`src/design/assert_macros.svh`:
```
// assert_macros.svh: clocked assertion macros shared by the tone generator RTL.
// Depends on nothing; included by the modules that carry assertions.
`ifndef ASSERT_MACROS_SVH
`define ASSERT_MACROS_SVH

// Property must hold at every rising edge outside reset.
`define ASSERT_AT(label, clk, rst_n, prop, msg) \
	label: assert property (@(posedge clk) disable iff (!rst_n) prop) else $error(msg);

// Condition must never be true at a rising edge outside reset.
`define ASSERT_NEVER(label, clk, rst_n, cond, msg) \
	label: assert property (@(posedge clk) disable iff (!rst_n) !(cond)) else $error(msg);

`endif

```
`src/design/ttg_pkg.sv`:
```
// ttg_pkg: constants, codes and beat types of the timed tone generator.
// No dependencies; used by the interface users, the divider and the top level.
`timescale 1ns / 1ps

package ttg_pkg;

	// Defaults for the top-level parameters
	localparam int COUNT_BITS_DEF = 16;
	localparam int PRESCALE_DEF   = 64;

	// Field widths
	localparam int KHZ_W     = 18;
	localparam int FREQ_W    = 16;
	localparam int MS_W      = 16;
	localparam int CYC_W     = 22;
	localparam int CMP_OUT_W = 16;

	// Start checks and scaling
	localparam int FREQ_LOW  = 8;
	localparam int FREQ_HIGH = 16000;
	localparam int MS_PER_S  = 1000;
	localparam int KHZ_RESET = 60000;

	// Serial divider sizing: dividend up to 2^31, divisor up to 32000
	localparam int NUM_W  = 32;
	localparam int DEN_W  = 16;
	localparam int STEP_W = $clog2(NUM_W);

	typedef enum logic [1:0] {
		ACT_START = 2'd0,
		ACT_STOP  = 2'd1,
		ACT_TICK  = 2'd2
	} action_t;

	typedef enum logic [1:0] {
		ST_IDLE,
		ST_RATE,
		ST_QUOT,
		ST_CYC
	} seq_state_t;

	typedef struct packed {
		action_t           action;
		logic [FREQ_W-1:0] freq_hz;
		logic [MS_W-1:0]   duration_ms;
	} in_item_t;

	typedef struct packed {
		logic                 tone_out;
		logic                 playing;
		logic                 finished;
		logic [CMP_OUT_W-1:0] compare_now;
	} out_item_t;

	typedef logic [KHZ_W-1:0] cfg_word_t;

endpackage

```
`src/design/ttg_sdiv.sv`:
```
// ttg_sdiv: restoring divider, one quotient bit per clock, NUM_W quotient bits a division.
// Depends on ttg_pkg for NUM_W, DEN_W and STEP_W.
`timescale 1ns / 1ps
`include "assert_macros.svh"

module ttg_sdiv
	import ttg_pkg::*;
(
	input  logic             clk,
	input  logic             arst_n,
	input  logic             start,
	input  logic [NUM_W-1:0] num,
	input  logic [DEN_W-1:0] den,
	output logic             done,
	output logic [NUM_W-1:0] quot
);

	logic [NUM_W-1:0]  quo_q;
	logic [DEN_W-1:0]  rem_q;
	logic [DEN_W-1:0]  den_q;
	logic [STEP_W-1:0] step_q;
	logic              busy_q;
	logic              done_q;
	logic [DEN_W:0]    trial;
	logic [DEN_W:0]    diff;
	logic              fits;
	logic              last;

	// one trial subtraction: remainder shifted left with the next dividend bit
	assign trial = {rem_q, quo_q[NUM_W-1]};
	assign diff  = trial - {1'b0, den_q};
	assign fits  = (trial >= {1'b0, den_q});
	assign last  = (step_q == STEP_W'(NUM_W - 1));

	// control
	always_ff @(posedge clk or negedge arst_n) begin
		if (!arst_n) begin
			busy_q <= 1'b0;
			done_q <= 1'b0;
			step_q <= '0;
		end else begin
			done_q <= busy_q && last;
			if (start) begin
				busy_q <= 1'b1;
				step_q <= '0;
			end else if (busy_q) begin
				step_q <= step_q + STEP_W'(1);
				if (last) begin
					busy_q <= 1'b0;
				end
			end
		end
	end

	// datapath: dividend shifts out at the top, quotient bits shift in below
	always_ff @(posedge clk) begin
		if (start) begin
			quo_q <= num;
			rem_q <= '0;
			den_q <= den;
		end else if (busy_q) begin
			quo_q <= {quo_q[NUM_W-2:0], fits};
			rem_q <= fits ? diff[DEN_W-1:0] : trial[DEN_W-1:0];
		end
	end

	assign done = done_q;
	assign quot = quo_q;

	`ASSERT_NEVER(a_start_while_busy, clk, arst_n, start && busy_q, "divider restarted mid-run")
	`ASSERT_AT(a_done_follows_run, clk, arst_n, done_q |-> ($past(busy_q) && !busy_q), "done without a finished run")

endmodule

```
`config.mk`:
```
export PLATFORM = sky130hd
export DESIGN_NAME = ttg_sdiv
export DESIGN_NICKNAME = d
export VERILOG_FILES = /design/src/design/ttg_pkg.sv /design/src/design/ttg_sdiv.sv
export VERILOG_INCLUDE_DIRS = /design/src /design/src/design
export SDC_FILE = /design/constraint.sdc
export NUM_CORES = 1
export LEC_CHECK = 0
export BUFFER_PORTS_ARGS = -buffer_cell sky130_fd_sc_hd__buf_2
export CAP_MARGIN = 20
export CORE_MARGIN = 2
export CORE_UTILIZATION = 40
export CTS_CLUSTER_SIZE = 25
export DETAILED_ROUTE_END_ITERATION = 6
export HOLD_SLACK_MARGIN = 0.12
export SLEW_MARGIN = 20
export SYNTH_ARGS = -nofsm -noshare
export SYNTH_HDL_FRONTEND = slang
export SYNTH_SLANG_ARGS = --single-unit
```
`constraint.sdc`:
```
create_clock -name clk -period 2.5 [get_ports clk]
set_clock_uncertainty 0.2 [all_clocks]
set_input_delay 0.5 -clock clk [delete_from_list [all_inputs] [get_ports clk]]
set_output_delay 0.5 -clock clk [all_outputs]
set_load 0.01 [all_outputs]
```
==> run metrics, run 1 <==
critical path arrival=2.52 ns; Die H=101.8 um; leading area contributor after synthesis=edfxtp_1; slowest library cell on the worst path=edfxtp_1; gr usage total=0.1897; ys async rst share=0.09859; largest net degree at the start of global routing=32; HP Class=input pin to flip-flop; WHS Path Cells=1; Yosys top cell area share=0.3770; DR pass1 iterations=4; Syn Nets=408; status=completed; Crit Reg-Reg Startpoint=den_q[4]; Gate Count Post-Synth=338; ANT cells=0; Max clock buf depth=2; placed cells=568; RR Endpoint=rem_q[6]; Core Region=9240 um2; hold slack final=0.1303 ns; # setup viols final=0; final hold vios=0; total routed wirelength=9759 um; first-pass GRT wire length=15,050 um; H-tree Lvls=3; Slew @ Worst Pin=0.4601 ns; initial antenna violation count=0; Post-synth EDFFs=48; r2r setup slk=0.02 ns; slew margin rel.=0.6854; Mapped Area=3824 um2; clock root cell=clkbuf_8; Peak VDD IR=0.3576 mV; critical path class=flip-flop to flip-flop; critical hold path startpoint=den[8]; Area Growth Syn to Fin=32.92%; WP data required=2.55 ns; Unique masters post-synth=58; Initial Util=0.4138; switching portion of total power=0.3519; vias per cell=5.217; die area=10,360 um2; syn avg cell area=11.31 um2; Clk Latency, worst-skew pair=0.35 ns; Tcrit/Tclk final=0.9906; Num CTS Buffers=9; #FFs+latches synth=71; RSZ-0062 raised after global routing=true; detailed placement HPWL=6918 um; main flop type after synthesis=edfxtp_1; number of fill cells=829; clock slew at reported path FFs=0.08 ns; critical-path maximum fanout=8; number of global-route vias before repair=3,108; Reg2Reg Depth=9; CP Cell Sequence=inv_2 > ha_4 > a21o_1 > a211o_1 > o2111ai_2 > a21oi_2 > or2_1 > buf_6 > a221o_1; fin nets=536; ranking of synthesized cells by area=edfxtp_1 (38%), mux2_2 (9.4%), dfxtp_1 (8.4%); I/O Pins=84; power share of the sequential group=0.357; WL/cell=16.27 um; NetSw=1.579 mW; number of warnings issued by yosys=0; via count=3,130; Lkg Pwr=2.216 nW; I/O Buffers=83; DRC viols=0; Seq/Total Area, Yosys=0.5065; PwrDens=883.1 nW/um2; die width=101.8 um; max cap viols=0; Achievable Freq=0.4038 GHz; crit start category=flip-flop; combinational fraction of design power=0.408; proportion of layout cells with a drive suffix above 1=0.4161; Tmin final=2.477 ns; final total power=4.488 mW; Final ANT Viol Nets=0; number of cell rows=35; Pint=2.909 mW; clock share of power=0.234; GP Congestion=0.8671; grt ovf=0; hold-critical path endpoint=den_q[8]; CTS sink cnt=71; fin cells=600; Worst path max stage delay=0.39 ns; Setup crit end kind=flip-flop; Final Max Slew Viols=0; First DRT Iteration DRCs=151; CTS tree=yes
[flip-flops by register name, summed over array words and instances (netlist names)]
name and cells:
busy_q 1, den_q 16, done 1, quot 32, rem_q 16, step_q 5
[worst max-delay path: cells and delay by family (launching register included)]
kind                       cells  cell delay [ns]
DFF                            1             0.39
buffers and inverters          2             0.23
and+or+nand+nor                1             0.26
adders and majority gates      1             0.19
AOI/OAI and AO/OA              5             1.08
[synth_stat cells (3+ instances only)]
cell       count
a21o_1         5
a21oi_1       14
a221o_1        4
a31o_2         3
and3_1         5
buf_2          3
buf_6          3
clkbuf_1      10
dfrtp_1        7
dfxtp_1       16
edfxtp_1      48
ha_1          18
inv_1         23
mux2_2        32
nand2_1       25
nand2b_1       6
nand3_1        3
nand4_1        4
nor2_1        21
nor3_1        10
o2111ai_1      4
o211ai_1       8
o21ai_0       13
o31ai_1        3
or3_1          5
xnor2_1        5
xor2_1         3
[what timing repair did]
item	CTS	global route
hold buffers	13	0
pin swaps	1	6
cloned	0	0
buffers inserted	0	3
gates resized for setup	3	23
hold endpoints to repair	19	0
endpoints found under the setup margin	5	14
[layer usage]
metal / vias to the layer above / track usage / wire, um / share of wire
met5: - / 0 / 0 / 0
met3: 10 / 0.04969 / 785 / 0.080
met1: 1486 / 0.2529 / 4336 / 0.44
li1: 1519 / - / - / -
met4: 0 / 0.05925 / 118 / 0.012
met2: 115 / 0.3026 / 4519 / 0.46
[kinds of logic after synthesis]
| group | Yosys count | synth area share |
|---|---|---|
| xor+xnor | 8 | 0.01833 |
| fa+ha+maj | 19 | 0.06414 |
| mux | 34 | 0.09948 |
| compound gates | 76 | 0.1489 |
| buf+inv | 41 | 0.04810 |
| simple gates | 89 | 0.1145 |
| flops | 71 | 0.5065 |
[cell usage in the layout, fill, tap and decap left out, drive strengths merged, types with 3 or more instances in the layout]
cell type	Yosys	final
nor3	10	10
mux2	32	32
a221o	4	4
clkbuf	10	10
dfrtp	7	7
nor2	21	21
nand3	3	3
edfxtp	48	48
or3	5	5
buf	8	122
ha	18	18
xnor2	5	5
inv	23	24
a31o	3	3
o31ai	3	3
dlygate4sd3	0	13
xor2	3	3
nand4	4	4
a21o	5	5
and3	5	5
o2111ai	5	5
nand2b	6	6
o211ai	8	8
nand2	25	25
dfxtp	16	16
a21oi	16	16
o21ai	13	13
[power groups by stage]
stage	sequential [mW]	clock, mW	combinational, mW
floorplan	1.62	0	1.09
global placement	1.62	0	1.66
detailed placement	1.62	0	1.66
CTS	1.60	1.07	1.71
global route	1.63	1.11	1.99
finish	1.60	1.05	1.83
[per-stage QoR]
step / utilization / instance area (um2) / worst slack (ns) / TNS [ns]
2_1_floorplan: - / 3840 / -0.04541 / -0.04541
3_3_place_gp: 0.4994 / 4614 / 0.04815 / 0
3_5_place_dp: 0.4994 / 4614 / 0.007766 / 0
4_1_cts: 0.5387 / 4977 / 0.008814 / 0
5_1_grt: 0.5500 / 5082 / -0.09894 / -0.3655
6_report: 0.5500 / 5082 / 0.02339 / 0
[final cells by class]
| cell class | instances | area [um2] | area share |
|---|---|---|---|
| Clock buffer | 10 | 127.6 | 0.02511 |
| Inverter | 23 | 86.33 | 0.01699 |
| Multi-Input combinational cell | 226 | 1802 | 0.3545 |
| Tap cell | 129 | 161.4 | 0.03176 |
| Sequential cell | 71 | 1937 | 0.3811 |
| Clock inverter | 6 | 93.84 | 0.01846 |
| Timing Repair Buffer | 135 | 874.6 | 0.1721 |
[worst max path at each step]
stage,from,to,slack (ns)
floorplan,den_q[4],quot[0],-0.05
finish,den_q[4],rem_q[6],0.02
CTS,den_q[4],rem_q[9],0.009
detailed placement,den_q[9],rem_q[6],0.008
global placement,den_q[4],rem_q[4],0.05
global route,den_q[6],rem_q[9],-0.1
(Power assumes the default switching activity.)
==> run 2, diff against run 1 <==
Settings changed: TNS_END_PERCENT from default to 5.
Clock period 2.5 ns to 3.14 ns, I/O delays scaled along.
==> run 2 against run 1 <==
Net effect:
- count of clock-buffer cells in the layout decreased by 1
- worst hold slack improved by 0.11 ns
- global-route usage decreased by 0.64 points
- highest routed layer unchanged
- largest cell class unchanged
- routed wire length decreased by 9.9%
- critical path type unchanged
==> run metrics, run 2 (synthesis results as in run 1) <==
Setup crit end kind=flip-flop; fin nets=494; fin cells=557; number of global-route vias before repair=2,991; DR pass1 iterations=4; most frequent cells in the layout=buf_2 (83), edfxtp_1 (48), mux2_2 (32), nand2_1 (25), inv_1 (23); placement-stage worst setup slack=0.4078 ns; RSZ-0062 raised after global routing=false; most common cell after layout, fill and taps aside=buf_2; Final Max Slew Viols=0; quantity of gates resized following cts=0; first-pass GRT wire length=14,680 um; critical path arrival=2.82 ns; DRC viols=0; critical path class=flip-flop to flip-flop; total routed wirelength=8793 um; PwrDens=705.4 nW/um2; crit start category=flip-flop; clock root cell=clkbuf_8; family with the most delay on the worst path=compound AO/OA/AOI/OAI gates; clock slew at reported path FFs=0.09 ns; post-route setup slack=0.3542 ns; slew margin rel.=0.5942; critical-path maximum fanout=9; WP data required=3.18 ns; proportion of layout cells with a drive suffix above 1=0.3458; grt ovf=0; vias per cell=5.303; CTS sink cnt=71; flip-flop count of the largest register after layout=32; Lkg Pwr=1.992 nW; placed cells=541; Tcrit/Tclk final=0.8872; Final ANT Viol Nets=0; final hold vios=0; Tmin final=2.786 ns; Initial Util=0.4138; WL/cell=15.79 um; die width=101.8 um; Worst path max stage delay=0.35 ns; First DRT Iteration DRCs=124; HP Class=input pin to flip-flop; ANT cells=0; Core Region=9240 um2; max cap viols=0; number of fill cells=878; I/O Pins=84; Achievable Freq=0.3590 GHz; initial antenna violation count=0; Num CTS Buffers=9; Reg2Reg Depth=9; Final TNS setup=0 ns; Area Growth Syn to Fin=20.58%; # setup viols final=0; Max clock buf depth=2; Peak VDD IR=0.3056 mV; status=completed; WHS Path Cells=1; gr usage total=0.1833; GP Congestion=0.8599; CP Cell Sequence=inv_1 > ha_1 > a21o_1 > a211o_1 > o2111ai_2 > a21oi_2 > or2_1 > buf_4 > a221o_1; largest net degree at the start of global routing=33; Crit path buffers/inverters=2; number of cell rows=35; CTS tree=yes; r2r setup slk=0.35 ns; Clk Latency, worst-skew pair=0.35 ns; I/O Buffers=83; die area=10,360 um2; slowest library cell on the worst path=ha_1; via count=2,954; detailed placement HPWL=6243 um; Die H=101.8 um; H-tree Lvls=3; Slew @ Worst Pin=0.6087 ns; WP depth=9
[run 2: final cells by class]
| cell class | count | area, um2 | area share |
|---|---|---|---|
| inverter | 23 | 86.33 | 0.01872 |
| tap | 129 | 161.4 | 0.03501 |
| clock buffer | 9 | 123.9 | 0.02687 |
| multi-input combinational | 226 | 1703 | 0.3693 |
| timing repair buffer | 93 | 505.5 | 0.1096 |
| clock inverter | 6 | 93.84 | 0.02035 |
| sequential | 71 | 1937 | 0.4201 |
[run 2: worst paths after layout]
kind                             endpoint  startpoint
worst max-delay path             rem_q[4]    den_q[4]
worst min-delay path             den_q[3]      den[3]
worst max register to register   rem_q[4]    den_q[4]
worst min register to register  rem_q[14]   rem_q[14]
max in group asynchronous          busy_q      arst_n
min in group asynchronous       step_q[2]      arst_n
[run 2: through the flow]
| step | power (mW) | hold slack [ns] | util | area [um2] |
|---|---|---|---|---|
| 2_1_floorplan | 2.146 | 0.1324 | - | 3824 |
| 3_3_place_gp | 2.429 | 0.2694 | 0.4743 | 4383 |
| 3_5_place_dp | 2.443 | 0.2678 | 0.4743 | 4383 |
| 4_1_cts | 3.276 | 0.2254 | 0.4990 | 4611 |
| 5_1_grt | 3.471 | 0.2243 | 0.4990 | 4611 |
| 6_report | 3.252 | 0.2441 | 0.4990 | 4611 |
[run 2: repair_timing]
action,CTS,global route
endpoints found under the hold margin,7,0
setup buffers,0,0
hold buffers,1,0
[run 2: routing by layer]
metal | wire [um] | up-vias | global-route usage | part of all wire
met5 | 0 | - | 0 | 0
met4 | 102 | 0 | 0.04782 | 0.012
met3 | 472 | 11 | 0.05659 | 0.054
met2 | 4276 | 84 | 0.3112 | 0.49
met1 | 3941 | 1422 | 0.2266 | 0.45
li1 | - | 1437 | - | -
[run 2: where the power goes]
group | internal (mW) | total (mW) | switching, mW | leakage (nW)
Sequential | 1.16 | 1.27 | 0.104 | 0.718
Combinational | 0.519 | 1.17 | 0.650 | 1.17
Clock | 0.448 | 0.817 | 0.368 | 0.106
Total | 2.13 | 3.25 | 1.12 | 1.99
